## src/design/bsm_pkg.sv

```systemverilog
`default_nettype none

package bsm_pkg;

  // Field widths.
  localparam int unsigned CoordW = 7;
  localparam int unsigned SizeW  = 7;
  localparam int unsigned ShapeW = 4;
  localparam int unsigned DiamW  = 2 * SizeW;
  localparam int unsigned CfgIdxW  = 2;
  localparam int unsigned CfgDataW = 7;

  // Largest brush size that a width or height register may take.
  localparam logic [7:0] MaxSize = 8'd127;

  // Configuration register indexes.
  localparam logic [CfgIdxW-1:0] RegShape  = 2'd0;
  localparam logic [CfgIdxW-1:0] RegWidth  = 2'd1;
  localparam logic [CfgIdxW-1:0] RegHeight = 2'd2;

  // Shape codes.
  localparam logic [ShapeW-1:0] ShapeRound      = 4'd0;
  localparam logic [ShapeW-1:0] ShapeSquare     = 4'd1;
  localparam logic [ShapeW-1:0] ShapeSieveRound = 4'd2;
  localparam logic [ShapeW-1:0] ShapeSieveSq    = 4'd3;
  localparam logic [ShapeW-1:0] ShapePlus       = 4'd4;
  localparam logic [ShapeW-1:0] ShapeSlash      = 4'd5;
  localparam logic [ShapeW-1:0] ShapeAntislash  = 4'd6;
  localparam logic [ShapeW-1:0] ShapeHbar       = 4'd7;
  localparam logic [ShapeW-1:0] ShapeVbar       = 4'd8;
  localparam logic [ShapeW-1:0] ShapeCross      = 4'd9;
  localparam logic [ShapeW-1:0] ShapeDiamond    = 4'd10;
  localparam logic [ShapeW-1:0] ShapeNone       = 4'd11;

  // Brush setup as seen by the pixel evaluator.
  typedef struct packed {
    logic [ShapeW-1:0] shape;
    logic [SizeW-1:0]  width;
    logic [SizeW-1:0]  height;
    logic [DiamW-1:0]  diam2;
  } bsm_cfg_t;

  // Clamp a size to the range one through MaxSize.
  function automatic logic [SizeW-1:0] clamp_size(input logic [SizeW-1:0] v);
    logic [SizeW-1:0] r;
    r = v;
    if (v == '0) begin
      r = SizeW'(1);
    end else if ({1'b0, v} > MaxSize) begin
      r = MaxSize[SizeW-1:0];
    end
    return r;
  endfunction

  // Squared diameter with the fixed corrections for a few small sizes.
  function automatic logic [DiamW-1:0] squared_diameter(input logic [SizeW-1:0] d);
    logic [DiamW-1:0] sq;
    logic [DiamW-1:0] r;
    sq = DiamW'(d) * DiamW'(d);
    case (d)
      SizeW'(3), SizeW'(9): r = sq - DiamW'(2);
      SizeW'(11):           r = sq - DiamW'(6);
      SizeW'(14):           r = sq - DiamW'(4);
      default:              r = sq;
    endcase
    return r;
  endfunction

endpackage

`default_nettype wire

```

## src/design/bsm_cfg.sv

```systemverilog
`default_nettype none

module bsm_cfg (
  input  wire logic                           clk_i,
  input  wire logic                           rst_ni,
  input  wire logic                           cfg_we_i,
  input  wire logic [bsm_pkg::CfgIdxW-1:0]    cfg_idx_i,
  input  wire logic [bsm_pkg::CfgDataW-1:0]   cfg_wdata_i,
  output bsm_pkg::bsm_cfg_t                   cfg_o
);

  logic [bsm_pkg::ShapeW-1:0] shape_q;
  logic [bsm_pkg::SizeW-1:0]  width_q;
  logic [bsm_pkg::SizeW-1:0]  height_q;
  logic [bsm_pkg::DiamW-1:0]  diam2_q;
  logic [bsm_pkg::SizeW-1:0]  size_in;

  // Sizes are clamped as they are written.
  assign size_in = bsm_pkg::clamp_size(cfg_wdata_i[bsm_pkg::SizeW-1:0]);

  // Register file; the squared diameter is kept alongside the width so the
  // pixel path needs no extra multiplier.
  always_ff @(posedge clk_i or negedge rst_ni) begin
    if (!rst_ni) begin
      shape_q  <= bsm_pkg::ShapeRound;
      width_q  <= bsm_pkg::SizeW'(1);
      height_q <= bsm_pkg::SizeW'(1);
      diam2_q  <= bsm_pkg::DiamW'(1);
    end else if (cfg_we_i) begin
      case (cfg_idx_i)
        bsm_pkg::RegShape: begin
          shape_q <= cfg_wdata_i[bsm_pkg::ShapeW-1:0];
        end
        bsm_pkg::RegWidth: begin
          width_q <= size_in;
          diam2_q <= bsm_pkg::squared_diameter(size_in);
        end
        bsm_pkg::RegHeight: begin
          height_q <= size_in;
        end
        default: begin
        end
      endcase
    end
  end

  assign cfg_o.shape  = shape_q;
  assign cfg_o.width  = width_q;
  assign cfg_o.height = height_q;
  assign cfg_o.diam2  = diam2_q;

endmodule

`default_nettype wire

```

## src/design/bsm_eval.sv

```systemverilog
`default_nettype none

module bsm_eval (
  input  wire logic [bsm_pkg::CoordW-1:0] col_i,
  input  wire logic [bsm_pkg::CoordW-1:0] row_i,
  input  wire bsm_pkg::bsm_cfg_t          cfg_i,
  output logic                            hit_o
);

  logic [bsm_pkg::SizeW-1:0]    w;
  logic [bsm_pkg::SizeW-1:0]    h;
  logic [bsm_pkg::SizeW-2:0]    half;
  logic signed [8:0]            x;
  logic signed [8:0]            y;
  logic [7:0]                   ax;
  logic [7:0]                   ay;
  logic [15:0]                  xx;
  logic [15:0]                  yy;
  logic [16:0]                  dist2;
  logic [16:0]                  diam2;
  logic                         in_rect;
  logic                         parity;
  logic [7:0]                   slash_col;
  logic [7:0]                   cross_col;
  logic [bsm_pkg::CoordW-1:0]   dc;
  logic [bsm_pkg::CoordW-1:0]   dr;
  logic [7:0]                   dsum;
  logic                         shape_hit;

  assign w     = cfg_i.width;
  assign h     = cfg_i.height;
  assign half  = w[bsm_pkg::SizeW-1:1];
  assign diam2 = 17'(cfg_i.diam2);

  // Odd-step offsets from the cell center and their squared distance.
  assign x  = $signed({1'b0, col_i, 1'b1}) - $signed({2'b00, w});
  assign y  = $signed({1'b0, row_i, 1'b1}) - $signed({2'b00, h});
  assign ax = x[8] ? 8'(-x) : x[7:0];
  assign ay = y[8] ? 8'(-y) : y[7:0];
  assign xx = 16'(ax) * 16'(ax);
  assign yy = 16'(ay) * 16'(ay);
  assign dist2 = {1'b0, xx} + {1'b0, yy};

  assign in_rect = (col_i < w) && (row_i < h);

  // Checkerboard parity; a one-pixel-wide sieve round flips it.
  assign parity = col_i[0] ^ row_i[0] ^ (w == bsm_pkg::SizeW'(1));

  // Anti-diagonal columns; negative values wrap above any valid column.
  assign slash_col = {1'b0, w} - {1'b0, row_i} - 8'd1;
  assign cross_col = {1'b0, h} - {1'b0, row_i} - 8'd1;

  // Manhattan distance from the diamond center.
  assign dc   = (col_i >= {1'b0, half}) ? col_i - {1'b0, half} : {1'b0, half} - col_i;
  assign dr   = (row_i >= {1'b0, half}) ? row_i - {1'b0, half} : {1'b0, half} - row_i;
  assign dsum = {1'b0, dc} + {1'b0, dr};

  // Per-shape coverage test.
  always_comb begin
    case (cfg_i.shape)
      bsm_pkg::ShapeRound:      shape_hit = dist2 <= diam2;
      bsm_pkg::ShapeSquare:     shape_hit = 1'b1;
      bsm_pkg::ShapeSieveRound: shape_hit = parity && (dist2 < diam2);
      bsm_pkg::ShapeSieveSq:    shape_hit = ~(col_i[0] ^ row_i[0]);
      bsm_pkg::ShapePlus:       shape_hit = (col_i == {1'b0, half}) ||
                                            (row_i == {1'b0, half});
      bsm_pkg::ShapeSlash:      shape_hit = {1'b0, col_i} == slash_col;
      bsm_pkg::ShapeAntislash:  shape_hit = col_i == row_i;
      bsm_pkg::ShapeHbar:       shape_hit = row_i == '0;
      bsm_pkg::ShapeVbar:       shape_hit = col_i == '0;
      bsm_pkg::ShapeCross:      shape_hit = (col_i == row_i) ||
                                            ({1'b0, col_i} == cross_col);
      bsm_pkg::ShapeDiamond:    shape_hit = dsum <= {2'b00, half};
      bsm_pkg::ShapeNone:       shape_hit = 1'b0;
      default:                  shape_hit = 1'b0;
    endcase
  end

  assign hit_o = in_rect && shape_hit;

endmodule

`default_nettype wire

```

## src/design/brush_shape_mask.sv

```systemverilog
// Brush shape mask: for each pixel (col_i, row_i) of the brush cell, answers
// whether the configured brush covers it. A pixel is taken on every clock
// edge with start high (busy is always low), and its mask bit is shown for
// exactly one cycle, marked by mask_valid_o; one pixel per cycle is
// sustained, with one input register and one result register around a
// single combinational evaluation stage. The receiver cannot stall the
// output, so it must take every result beat as it comes. The user must write
// shape, width and height through the cfg_* port only while no pixel is in
// flight; the block does not enforce it. Widths and heights of 0 act as 1.

`default_nettype none

module brush_shape_mask (
  input  wire logic                           clk_i,
  input  wire logic                           rst_ni,
  input  wire logic                           start,
  output logic                                busy,
  input  wire logic [bsm_pkg::CoordW-1:0]     col_i,
  input  wire logic [bsm_pkg::CoordW-1:0]     row_i,
  output logic                                mask_valid_o,
  output logic                                mask_bit_o,
  input  wire logic                           cfg_we_i,
  input  wire logic [bsm_pkg::CfgIdxW-1:0]    cfg_idx_i,
  input  wire logic [bsm_pkg::CfgDataW-1:0]   cfg_wdata_i
);

  bsm_pkg::bsm_cfg_t            cfg;
  logic [bsm_pkg::CoordW-1:0]   col_q;
  logic [bsm_pkg::CoordW-1:0]   row_q;
  logic                         in_vld_q;
  logic                         hit;
  logic                         out_vld_q;
  logic                         out_bit_q;

  // The pipeline never stalls.
  assign busy = 1'b0;

  bsm_cfg u_cfg (
    .clk_i       (clk_i),
    .rst_ni      (rst_ni),
    .cfg_we_i    (cfg_we_i),
    .cfg_idx_i   (cfg_idx_i),
    .cfg_wdata_i (cfg_wdata_i),
    .cfg_o       (cfg)
  );

  // Input register.
  always_ff @(posedge clk_i or negedge rst_ni) begin
    if (!rst_ni) begin
      in_vld_q <= 1'b0;
    end else begin
      in_vld_q <= start;
    end
  end

  always_ff @(posedge clk_i) begin
    if (start) begin
      col_q <= col_i;
      row_q <= row_i;
    end
  end

  bsm_eval u_eval (
    .col_i (col_q),
    .row_i (row_q),
    .cfg_i (cfg),
    .hit_o (hit)
  );

  // Result register.
  always_ff @(posedge clk_i or negedge rst_ni) begin
    if (!rst_ni) begin
      out_vld_q <= 1'b0;
    end else begin
      out_vld_q <= in_vld_q;
    end
  end

  always_ff @(posedge clk_i) begin
    if (in_vld_q) begin
      out_bit_q <= hit;
    end
  end

  assign mask_valid_o = out_vld_q;
  assign mask_bit_o   = out_bit_q;

endmodule

`default_nettype wire

```

## config.mk

```make
export PLATFORM = sky130hd
export DESIGN_NAME = brush_shape_mask
export DESIGN_NICKNAME = d
export VERILOG_FILES = /design/src/design/bsm_pkg.sv /design/src/design/bsm_cfg.sv /design/src/design/bsm_eval.sv /design/src/design/brush_shape_mask.sv
export SDC_FILE = /design/constraint.sdc
export NUM_CORES = 1
export LEC_CHECK = 0
export BUFFER_PORTS_ARGS = -buffer_cell sky130_fd_sc_hd__buf_2
export CAP_MARGIN = 0
export CELL_PAD_IN_SITES_DETAIL_PLACEMENT = 1
export CELL_PAD_IN_SITES_GLOBAL_PLACEMENT = 2
export CORE_MARGIN = 1.5
export CORE_UTILIZATION = 41
export DETAILED_ROUTE_END_ITERATION = 8
export GPL_TIMING_DRIVEN = 0
export PLACE_DENSITY = 0.81
export SLEW_MARGIN = 25
export SYNTH_ARGS = -nofsm -noshare
export SYNTH_HDL_FRONTEND = slang
export SYNTH_SLANG_ARGS = --single-unit
```

## constraint.sdc

```tcl
create_clock -name clk_i -period 9.9 [get_ports clk_i]
set_clock_uncertainty 0.15 [all_clocks]
set_input_delay 0.99 -clock clk_i [delete_from_list [all_inputs] [get_ports clk_i]]
set_output_delay 0.99 -clock clk_i [all_outputs]
set_load 0.02 [all_outputs]
```

Word-level counts from Yosys, hierarchy flattened
Index checks and enable logic that the tools add are counted.
Widths: inputs -> output; s select.
{ "classes": {"n_eq_ne": 22, "bitwise": 3, "mul": 3, "addsub": 17, "n_mux": 7, "n_reduce_logical": 14, "n_lt_le_gt_ge": 7} }
{ "op_table": {"columns": ["cell", "n"], "rows": [
  ["$pmux 14 s3", 1],
  ["$mul 8x8->16", 2],
  ["$sub 14x3->14 const B", 2],
  ["$eq 7x4->1 const B", 3],
  ["$logic_not 7->1", 3],
  ["$mux 7", 3],
  ["$sub 8x7->9", 2],
  ["$add 16x16->17", 1],
  ["$le 17x14->1", 1],
  ["$lt 17x14->1", 1],
  ["$eq 4x3->1 const B", 4],
  ["$eq 7x8->1", 2],
  ["$mux 8", 2],
  ["$neg 8->8", 2],
  ["$sub 7x7->8", 2],
  ["$sub 8x1->8 const B", 2],
  ["$eq 7x6->1", 2],
  ["$ge 7x6->1", 2],
  ["$lt 7x7->1", 2],
  ["$mul 7x7->14", 1],
  ["$sub 14x2->14 const B", 1],
  ["$sub 6x7->7", 2],
  ["$sub 7x6->7", 2],
  ["$eq 4x4->1 const B", 3],
  ["other kinds (18)", 25]
]} }
{ "totals": {"wordCells": 82, "ff_bits": 49, "out_inout_bits": 3, "inputBits": 27} }

Logic depth before layout (Yosys ltp)
Gate-level depths: netlist (run 1).
{ "logic_depth": {"word_depth": 9, "mapped_depth": 39, "ltp_nobuf": 39} }

Cells and area by module
From an unflattened synthesis (run 1), not the netlist that was laid out.
{ "unflattened": {"hier_cells": 1185, "area_unflattened_um2": 10349.9} }
{ "modules_own_cells": {"columns": ["mod", "instances", "area_each_um2", "cells_each", "seq_area_each_um2"], "rows": [
  ["bsm_eval", 1, 7043.0, 865, 0.0],
  ["bsm_cfg", 1, 2795.2, 301, 778.2],
  ["brush_shape_mask", 1, 511.7, 19, 500.5]
]} }

Worst setup path after synthesis (run 1)
Ideal clock, no wire load.
{ "synth_timing": {"path_type": "reg-to-reg", "start": "reg col_q[0] (netlist name)", "end": "reg out_bit_q, in the netlist mask_bit_o, data pin", "path_slack_ns": 1.327, "stages_incl_launch_ff": 36, "path_buffers": 2, "required_ns": 9.620, "synth_period_minus_slack_ns": 8.573, "setup_time_ns": 0.130, "arrival_ns": 8.292, "cell_sequence": "edfxtp_1 > clkbuf_1 > inv_1 > ha_1 > inv_1 > fa_1 > a21o_1 > a21oi_4 > xnor2_1 > or3_1 > a211o_1 > and2_1 > buf_6 > clkinv_2 > nand2_1 > fa_1 > fa_1 > inv_1 > fa_1 > fa_1 > fa_1 > inv_1 > fa_1 > inv_1 > ha_1 > o311a_1 > a41oi_1 > nor2b_1 > xnor2_1 > ha_1 > o2111ai_1 > a31oi_1 > o31ai_1 > nand4b_1 > a211oi_1 > o211a_1"} }
{ "synth_via": {"elab_chain_len": 9, "word_cells_on_any_way": 28, "cone_classes": "add/sub: 6; mul: 1; order compare: 5; eq/ne: 4; mux: 3; bitwise: 3; reduce/logical: 6"} }
{ "synth_rtl": {"columns": ["item", "line_no", "source"], "rows": [
  ["from (decl)", "brush_shape_mask.sv:28", "logic [bsm_pkg::CoordW-1:0] col_q;"],
  ["from (signal assigned)", "brush_shape_mask.sv:58", "col_q <= col_i;"],
  ["$sub 8x7->9", "bsm_eval.sv:36", "assign x = $signed({1'b0, col_i, 1'b1}) - $signed({2'b00, w});"],
  ["$neg 8->8", "bsm_eval.sv:38", "assign ax = x[8] ? 8'(-x) : x[7:0];"],
  ["$mux 8", "bsm_eval.sv:38", null],
  ["$mul 8x8->16", "bsm_eval.sv:40", "assign xx = 16'(ax) * 16'(ax);"],
  ["$add 16x16->17", "bsm_eval.sv:42", "assign dist2 = {1'b0, xx} + {1'b0, yy};"],
  ["$lt 17x14->1", "bsm_eval.sv:63", "bsm_pkg::ShapeSieveRound: shape_hit = parity && (dist2 < diam2);"],
  ["$logic_and 1x1->1", "bsm_eval.sv:63", null],
  ["$pmux 1 s11", "bsm_eval.sv:60", "case (cfg_i.shape)"],
  ["$logic_and 1x1->1 *", "bsm_eval.sv:79", "assign hit_o = in_rect && shape_hit;"],
  ["net hit", "brush_shape_mask.sv:31", "logic hit;"],
  ["to (signal assigned)", "brush_shape_mask.sv:81", "out_bit_q <= hit;"],
  ["to (decl)", "brush_shape_mask.sv:33", "logic out_bit_q;"]
]} }
Mark *: on every way through the listed nets, which the timed path passes. The rest lies on a longest branch.
A chain may end at the register's enable or synchronous reset.

Final worst setup path (run 1)
{ "layout_timing": {"start": "reg row_q[0] (netlist name)", "end": "reg out_bit_q, in the netlist mask_bit_o, data pin"} }
{ "layout_via": {"elab_chain_len": 9, "word_cells_on_any_way": 32, "cone_classes": "add/sub: 10; mul: 1; order compare: 5; eq/ne: 4; mux: 3; bitwise: 3; reduce/logical: 6"} }
{ "layout_rtl": {"columns": ["item", "line_no", "source"], "rows": [
  ["from (decl)", "brush_shape_mask.sv:29", "logic [bsm_pkg::CoordW-1:0] row_q;"],
  ["from (signal assigned)", "brush_shape_mask.sv:59", "row_q <= row_i;"],
  ["$sub 8x7->9", "bsm_eval.sv:37", "assign y = $signed({1'b0, row_i, 1'b1}) - $signed({2'b00, h});"],
  ["$neg 8->8", "bsm_eval.sv:39", "assign ay = y[8] ? 8'(-y) : y[7:0];"],
  ["$mux 8", "bsm_eval.sv:39", null],
  ["$mul 8x8->16", "bsm_eval.sv:41", "assign yy = 16'(ay) * 16'(ay);"],
  ["$add 16x16->17", "bsm_eval.sv:42", null],
  ["$lt 17x14->1", "bsm_eval.sv:63", null],
  ["$logic_and 1x1->1", "bsm_eval.sv:63", null],
  ["$pmux 1 s11", "bsm_eval.sv:60", null],
  ["$logic_and 1x1->1 *", "bsm_eval.sv:79", null],
  ["net hit", "brush_shape_mask.sv:31", null]
]} }
Marked as above.

==> results of run 1 <==
worst max-delay path by stage:
| stage | end | depth (start not counted) | start | slack [ns] |
|---|---|---|---|---|
| after detailed placement | mask_bit_o | 32 | u_cfg.width_q[2] | -0.34 |
| final | mask_bit_o | 30 | row_q[0] | 0.53 |
| after CTS | mask_bit_o | 36 | col_q[0] | 0.01 |
| after floorplan | mask_bit_o | 35 | col_q[0] | 1.33 |
| after global placement | mask_bit_o | 32 | u_cfg.width_q[2] | -0.32 |
| after global routing | mask_bit_o | 36 | col_q[0] | 0.02 |
final cells by class:
| type | count | area share |
|---|---|---|
| clock buffer | 5 | 0.0109 |
| timing repair buffer | 47 | 0.0247 |
| buffer | 32 | 0.0141 |
| tap | 330 | 0.0361 |
| clock inverter | 3 | 0.00186 |
| sequential | 48 | 0.112 |
| inverter | 206 | 0.0681 |
| multi-input combinational | 914 | 0.732 |
cells by family (layout without fill, tap and decap cells):
family | count (synthesis) | in the layout | synth area share
other | 1 | 1 | 0.000359
XOR/XNOR | 94 | 94 | 0.0789
adder cells (fa/ha/maj) | 263 | 263 | 0.387
flip-flops | 48 | 48 | 0.123
multiplexers | 29 | 29 | 0.0300
AO/OA/AOI/OAI | 220 | 220 | 0.142
AND/OR/NAND/NOR | 307 | 307 | 0.150
buffers and inverters | 239 | 293 | 0.0896
registers in the layout (all words and copies together), names as in the netlist:
signal / flops
row_q: 7
u_cfg.diam2_q: 14
u_cfg.shape_q: 4
u_cfg.width_q: 6
in_vld_q: 1
mask_bit_o: 1
col_q: 7
mask_valid_o: 1
u_cfg.height_q: 7
layer usage:
| metal | vias up | share of wire | wire length [um] | global-route usage |
|---|---|---|---|---|
| li1 | 4119 | - | - | - |
| met3 | 16 | 0.020 | 570 | 0.0148 |
| met4 | 0 | 0.011 | 306 | 0.0363 |
| met2 | 91 | 0.49 | 13900 | 0.398 |
| met1 | 4142 | 0.48 | 13400 | 0.301 |
| met5 | - | 0 | 0 | 0 |
timing repair:
item                       CTS  global route
setup endpoints to repair    1             1
resized for setup            7            29
pin swaps                    0             2
gates cloned                 0             0
setup buffers                0            19
worst max-delay path: cells and delay by family (launching register included):
family | cells | cell delay (ns)
AO/OA/AOI/OAI | 8 | 1.68
XOR/XNOR | 3 | 0.80
adder cells (fa/ha/maj) | 10 | 4.41
buffers and inverters | 4 | 0.32
flip-flops | 1 | 0.51
AND/OR/NAND/NOR | 5 | 1.35
synthesized netlist by cell type (9+ instances only):
cell / instances
nand3_1: 12
inv_1: 205
mux2_2: 18
mux2i_1: 11
dfrtp_1: 31
a21oi_1: 55
nand4_1: 14
o21bai_1: 10
and2_1: 15
o21a_1: 12
a21o_1: 26
o21ai_0: 43
edfxtp_1: 15
nor2_1: 85
xor2_1: 37
ha_1: 164
nor3_1: 17
xnor2_1: 57
fa_1: 99
nand2_1: 72
nand2b_1: 16
clkbuf_1: 26
nor2b_1: 17
nor4_1: 9
through the flow:
step                      cell area (sq um)  utilization  setup TNS (ns)
after floorplan                       10400            -               0
after global placement                11000        0.438          -0.325
after global routing                  11400        0.455               0
after CTS                             11200        0.444               0
after detailed placement              11000        0.438          -0.344
final                                 11400        0.455               0
==> results.py, run 1 <==
metrics = {
    "routing": {
        "wl_per_cell_um": 17.8,
        "ant_nets": 0,
        "drtIter0Drc": 245,
        "drtPass1Iterations": 4,
        "wl_um": 28200,
        "viasPerCell": 5.28,
        "drc": 0,
        "via_count": 8368,
    },
    "cts": {
        "ctsHoldBuffers": 0,
        "cts.sinks": 48,
        "cts_tree": "done",
        "clk_pin_slew_worst_paths_ns": 0.07,
        "clock_latency_ns": 0.30,
        "root_buffer": "clkbuf_16",
        "cts_buffers": 5,
        "max-clock-path-buffers": 2,
        "htree_levels": 2,
    },
    "sta": {
        "hold_viol": 0,
        "period_minus_slack_ns": 9.37,
        "post-route-period-util": 0.946,
        "timing.slew.headroom": 0.462,
        "maxSlewViolCount": 0,
        "setup_ws_ns": 0.531,
        "holdWs_ns": 0.295,
        "fmax_ghz": 0.107,
        "setup_viol": 0,
        "rsz0062_at_grt": "no",
        "worst_slew_pin_slew_ns": 0.807,
    },
    "global_route": {
        "gr-usage-all-layers": 0.223,
        "grt_pass1_wl_um": 46300,
        "overflow": 0,
        "grt_max_degree": 34,
        "antenna_found_initial": 0,
        "grt_pass1_vias": 8736,
    },
    "run_status": {
        "status": "complete, no violations",
    },
    "worst_setup_path": {
        "reg2reg_depth": 30,
        "rr_startpoint": "row_q[0]",
        "worstPathMaxFanout": 7,
        "slowest_stage": "fa_1",
        "cpMostUsedCell": "fa_1",
        "cp.arrival_ns": 9.38,
        "crit_path_max_incr_delay_ns": 0.56,
        "crit_type": "reg2reg",
        "cp_data_required_time_ns": 9.91,
        "r2r_end": "mask_bit_o",
        "r2r_setup_slack_ns": 0.53,
        "start_kind": "register",
        "endpoint_kind": "register",
    },
    "yosys": {
        "async_flop_share": 0.688,
        "netlist_area_sq_um": 10400,
        "seq_area_frac_synth": 0.123,
        "yosys.area.top_type_share": 0.197,
        "yosys_register_bits": 48,
        "synthesis.nets": 1491,
        "synthCells": 1201,
        "yosysTopAreaCell": "ha_1",
        "synth_ff_type": "dfrtp_1",
        "synth.top_cells.by_area": "ha_1, fa_1, dfrtp_1",
        "synth.avg_cell_area_sq_um": 8.69,
        "synth-edff-count": 15,
        "yosys_warnings": 0,
        "synth.distinct_cells": 77,
    },
    "floorplanning": {
        "core_sq_um": 25100,
        "die_w_um": 163,
        "dieArea_sq_um": 26400,
        "die_h_um": 163,
        "core.rowCount": 58,
        "start_util": 0.416,
        "ioPinCount": 30,
    },
    "hold_path": {
        "worst_hold_path_type": "reg2reg",
        "hold_end": "mask_valid_o",
        "hp-start": "in_vld_q",
        "whs_path_depth": 0,
    },
    "job": {
        "drv_cap": 0,
    },
    "cells_and_area": {
        "stdcell_count": 1585,
        "regArea_sq_um": 1280,
        "final_common_cell": "inv_1",
        "synthToLayoutAreaGrowth_pct": 9.59,
        "diodes": 0,
        "finalNetCount": 1544,
        "fillers": 3023,
        "drive_gt1_frac": 0.107,
        "layout_common_cells": "inv_1, ha_1, fa_1",
        "multi_input_area_sq_um": 8370,
    },
    "place": {
        "hpwlAfterDp_um": 24100,
        "place_ws_ns": -0.344,
        "routabilityCongestion": 0.841,
        "place_inst": 1559,
        "io_buffers": 28,
    },
}
Power of run 1 is left out: the tool's default activity adds up to more than one toggle a clock period on the data nets, which glitch-free logic cannot reach.
==> run 2: changes to the inputs <==
- PLACE_DENSITY: 0.81 -> not set
- PLACE_DENSITY_LB_ADDON: not set -> 0.08
==> results.py, run 2 (synthesized netlist as in run 1, its figures left out) <==
metrics = {
    "cells_and_area": {
        "fillers": 3074,
        "finalNetCount": 1537,
        "diodes": 0,
        "synthToLayoutAreaGrowth_pct": 9.08,
        "post-route-util": 0.453,
        "largest_reg_flops": 14,
        "multi_input_area_sq_um": 8380,
        "final_common_cell": "inv_1",
        "regArea_sq_um": 1280,
        "largest-register": "u_cfg.diam2_q",
        "drive_gt1_frac": 0.0970,
        "layout_common_cells": "inv_1, ha_1, fa_1",
    },
    "global_route": {
        "grt_pass1_vias": 8841,
        "grt_pass1_wl_um": 47100,
        "antenna_found_initial": 0,
        "overflow": 0,
        "grt_max_degree": 34,
        "gr-usage-all-layers": 0.228,
    },
    "sta": {
        "setup_viol": 0,
        "worst_slew_pin_slew_ns": 0.831,
        "hold_viol": 0,
        "maxSlewViolCount": 0,
        "holdWs_ns": 0.296,
        "period_minus_slack_ns": 9.57,
        "post-route-period-util": 0.967,
        "setup_ws_ns": 0.327,
        "fmax_ghz": 0.104,
        "timing.slew.headroom": 0.445,
    },
    "routing": {
        "via_count": 8315,
        "wl_um": 28500,
        "viasPerCell": 5.27,
        "drtPass1Iterations": 4,
        "drtIter0Drc": 348,
        "wl_per_cell_um": 18.1,
        "drc": 0,
        "ant_nets": 0,
    },
    "worst_setup_path": {
        "crit_path_max_incr_delay_ns": 0.55,
        "start_kind": "register",
        "crit_type": "reg2reg",
        "cp_data_required_time_ns": 9.91,
        "cp.arrival_ns": 9.58,
        "crit_buf_inv": 4,
        "r2r_setup_slack_ns": 0.33,
        "reg2reg_depth": 30,
        "worstPathMaxFanout": 8,
        "endpoint_kind": "register",
        "rr_startpoint": "row_q[0]",
        "cpMostUsedCell": "fa_1",
        "slowest_stage": "fa_1",
        "critPathTopFamily": "adder cells",
        "r2r_end": "mask_bit_o",
    },
    "cts": {
        "ctsHoldBuffers": 0,
        "clock_latency_ns": 0.30,
        "cts.sinks": 48,
        "clk_pin_slew_worst_paths_ns": 0.06,
        "root_buffer": "clkbuf_16",
        "htree_levels": 2,
        "max-clock-path-buffers": 2,
        "cts_tree": "done",
        "cts_buffers": 5,
    },
    "place": {
        "io_buffers": 28,
        "place_ws_ns": -0.479,
        "hpwlAfterDp_um": 24400,
        "routabilityCongestion": 0.830,
    },
    "floorplanning": {
        "core_sq_um": 25100,
        "die_h_um": 163,
        "core.rowCount": 58,
        "dieArea_sq_um": 26400,
        "die_w_um": 163,
        "ioPinCount": 30,
        "start_util": 0.416,
    },
    "hold_path": {
        "hp-start": "in_vld_q",
        "hold_end": "mask_valid_o",
        "worst_hold_path_type": "reg2reg",
        "whs_path_depth": 0,
    },
    "job": {
        "drv_cap": 0,
    },
    "run_status": {
        "status": "complete, no violations",
    },
}
==> run 2: cell types whose count changed in the layout (fill, tap and decap cells not counted), sizes merged <==
cell	delta
inv	-1
buf	-7
clkbuf	+1
==> run 2: stage by stage <==
| stage | instances | TNS (ns) | instance area (sq um) |
|---|---|---|---|
| 6_report | 1578 | 0 | 11400 |
| 5_1_grt | 1578 | -0.0244 | 11400 |
| 4_1_cts | 1567 | 0 | 11200 |
| 3_5_place_dp | 1559 | -0.479 | 11000 |
| 3_3_place_gp | 1559 | -0.401 | 11000 |
| 2_1_floorplan | 1201 | 0 | 10400 |
==> run 2: layout make-up <==
cell class                 instances  share of cell area
sequential                        48               0.112
clock inverter                     2             0.00143
inverter                         206              0.0684
clock buffer                       6              0.0113
multi-input combinational        914               0.736
tap                              330              0.0363
buffer                            33              0.0144
timing repair buffer              39              0.0196
==> run 2: worst max-delay path by stage <==
stage	slack (ns)	depth (start not counted)	end	startpoint
3_5_place_dp	-0.48	32	mask_bit_o	u_cfg.width_q[2]
3_3_place_gp	-0.40	32	mask_bit_o	u_cfg.width_q[2]
6_report	0.33	30	mask_bit_o	row_q[0]
4_1_cts	0.006	30	mask_bit_o	row_q[1]
2_1_floorplan	1.33	35	mask_bit_o	col_q[0]
5_1_grt	-0.02	30	mask_bit_o	row_q[0]
==> run 2: what timing repair did <==
item | in CTS | in global routing
setup buffers | 0 | 11
gates resized for setup | 9 | 25
pin swaps | 0 | 7
endpoints found under the setup margin | 1 | 1
==> run 2: layer usage <==
metal  up-vias  track usage  wire [um]  part of all wire
li1       4121            -          -                 -
met1      4087        0.310      13800              0.48
met2        82        0.396      13600              0.48
met3        25       0.0145        583             0.020
met4         0       0.0484        527             0.018
met5         -            0          0                 0
Power of run 2 is left out for the same reason.
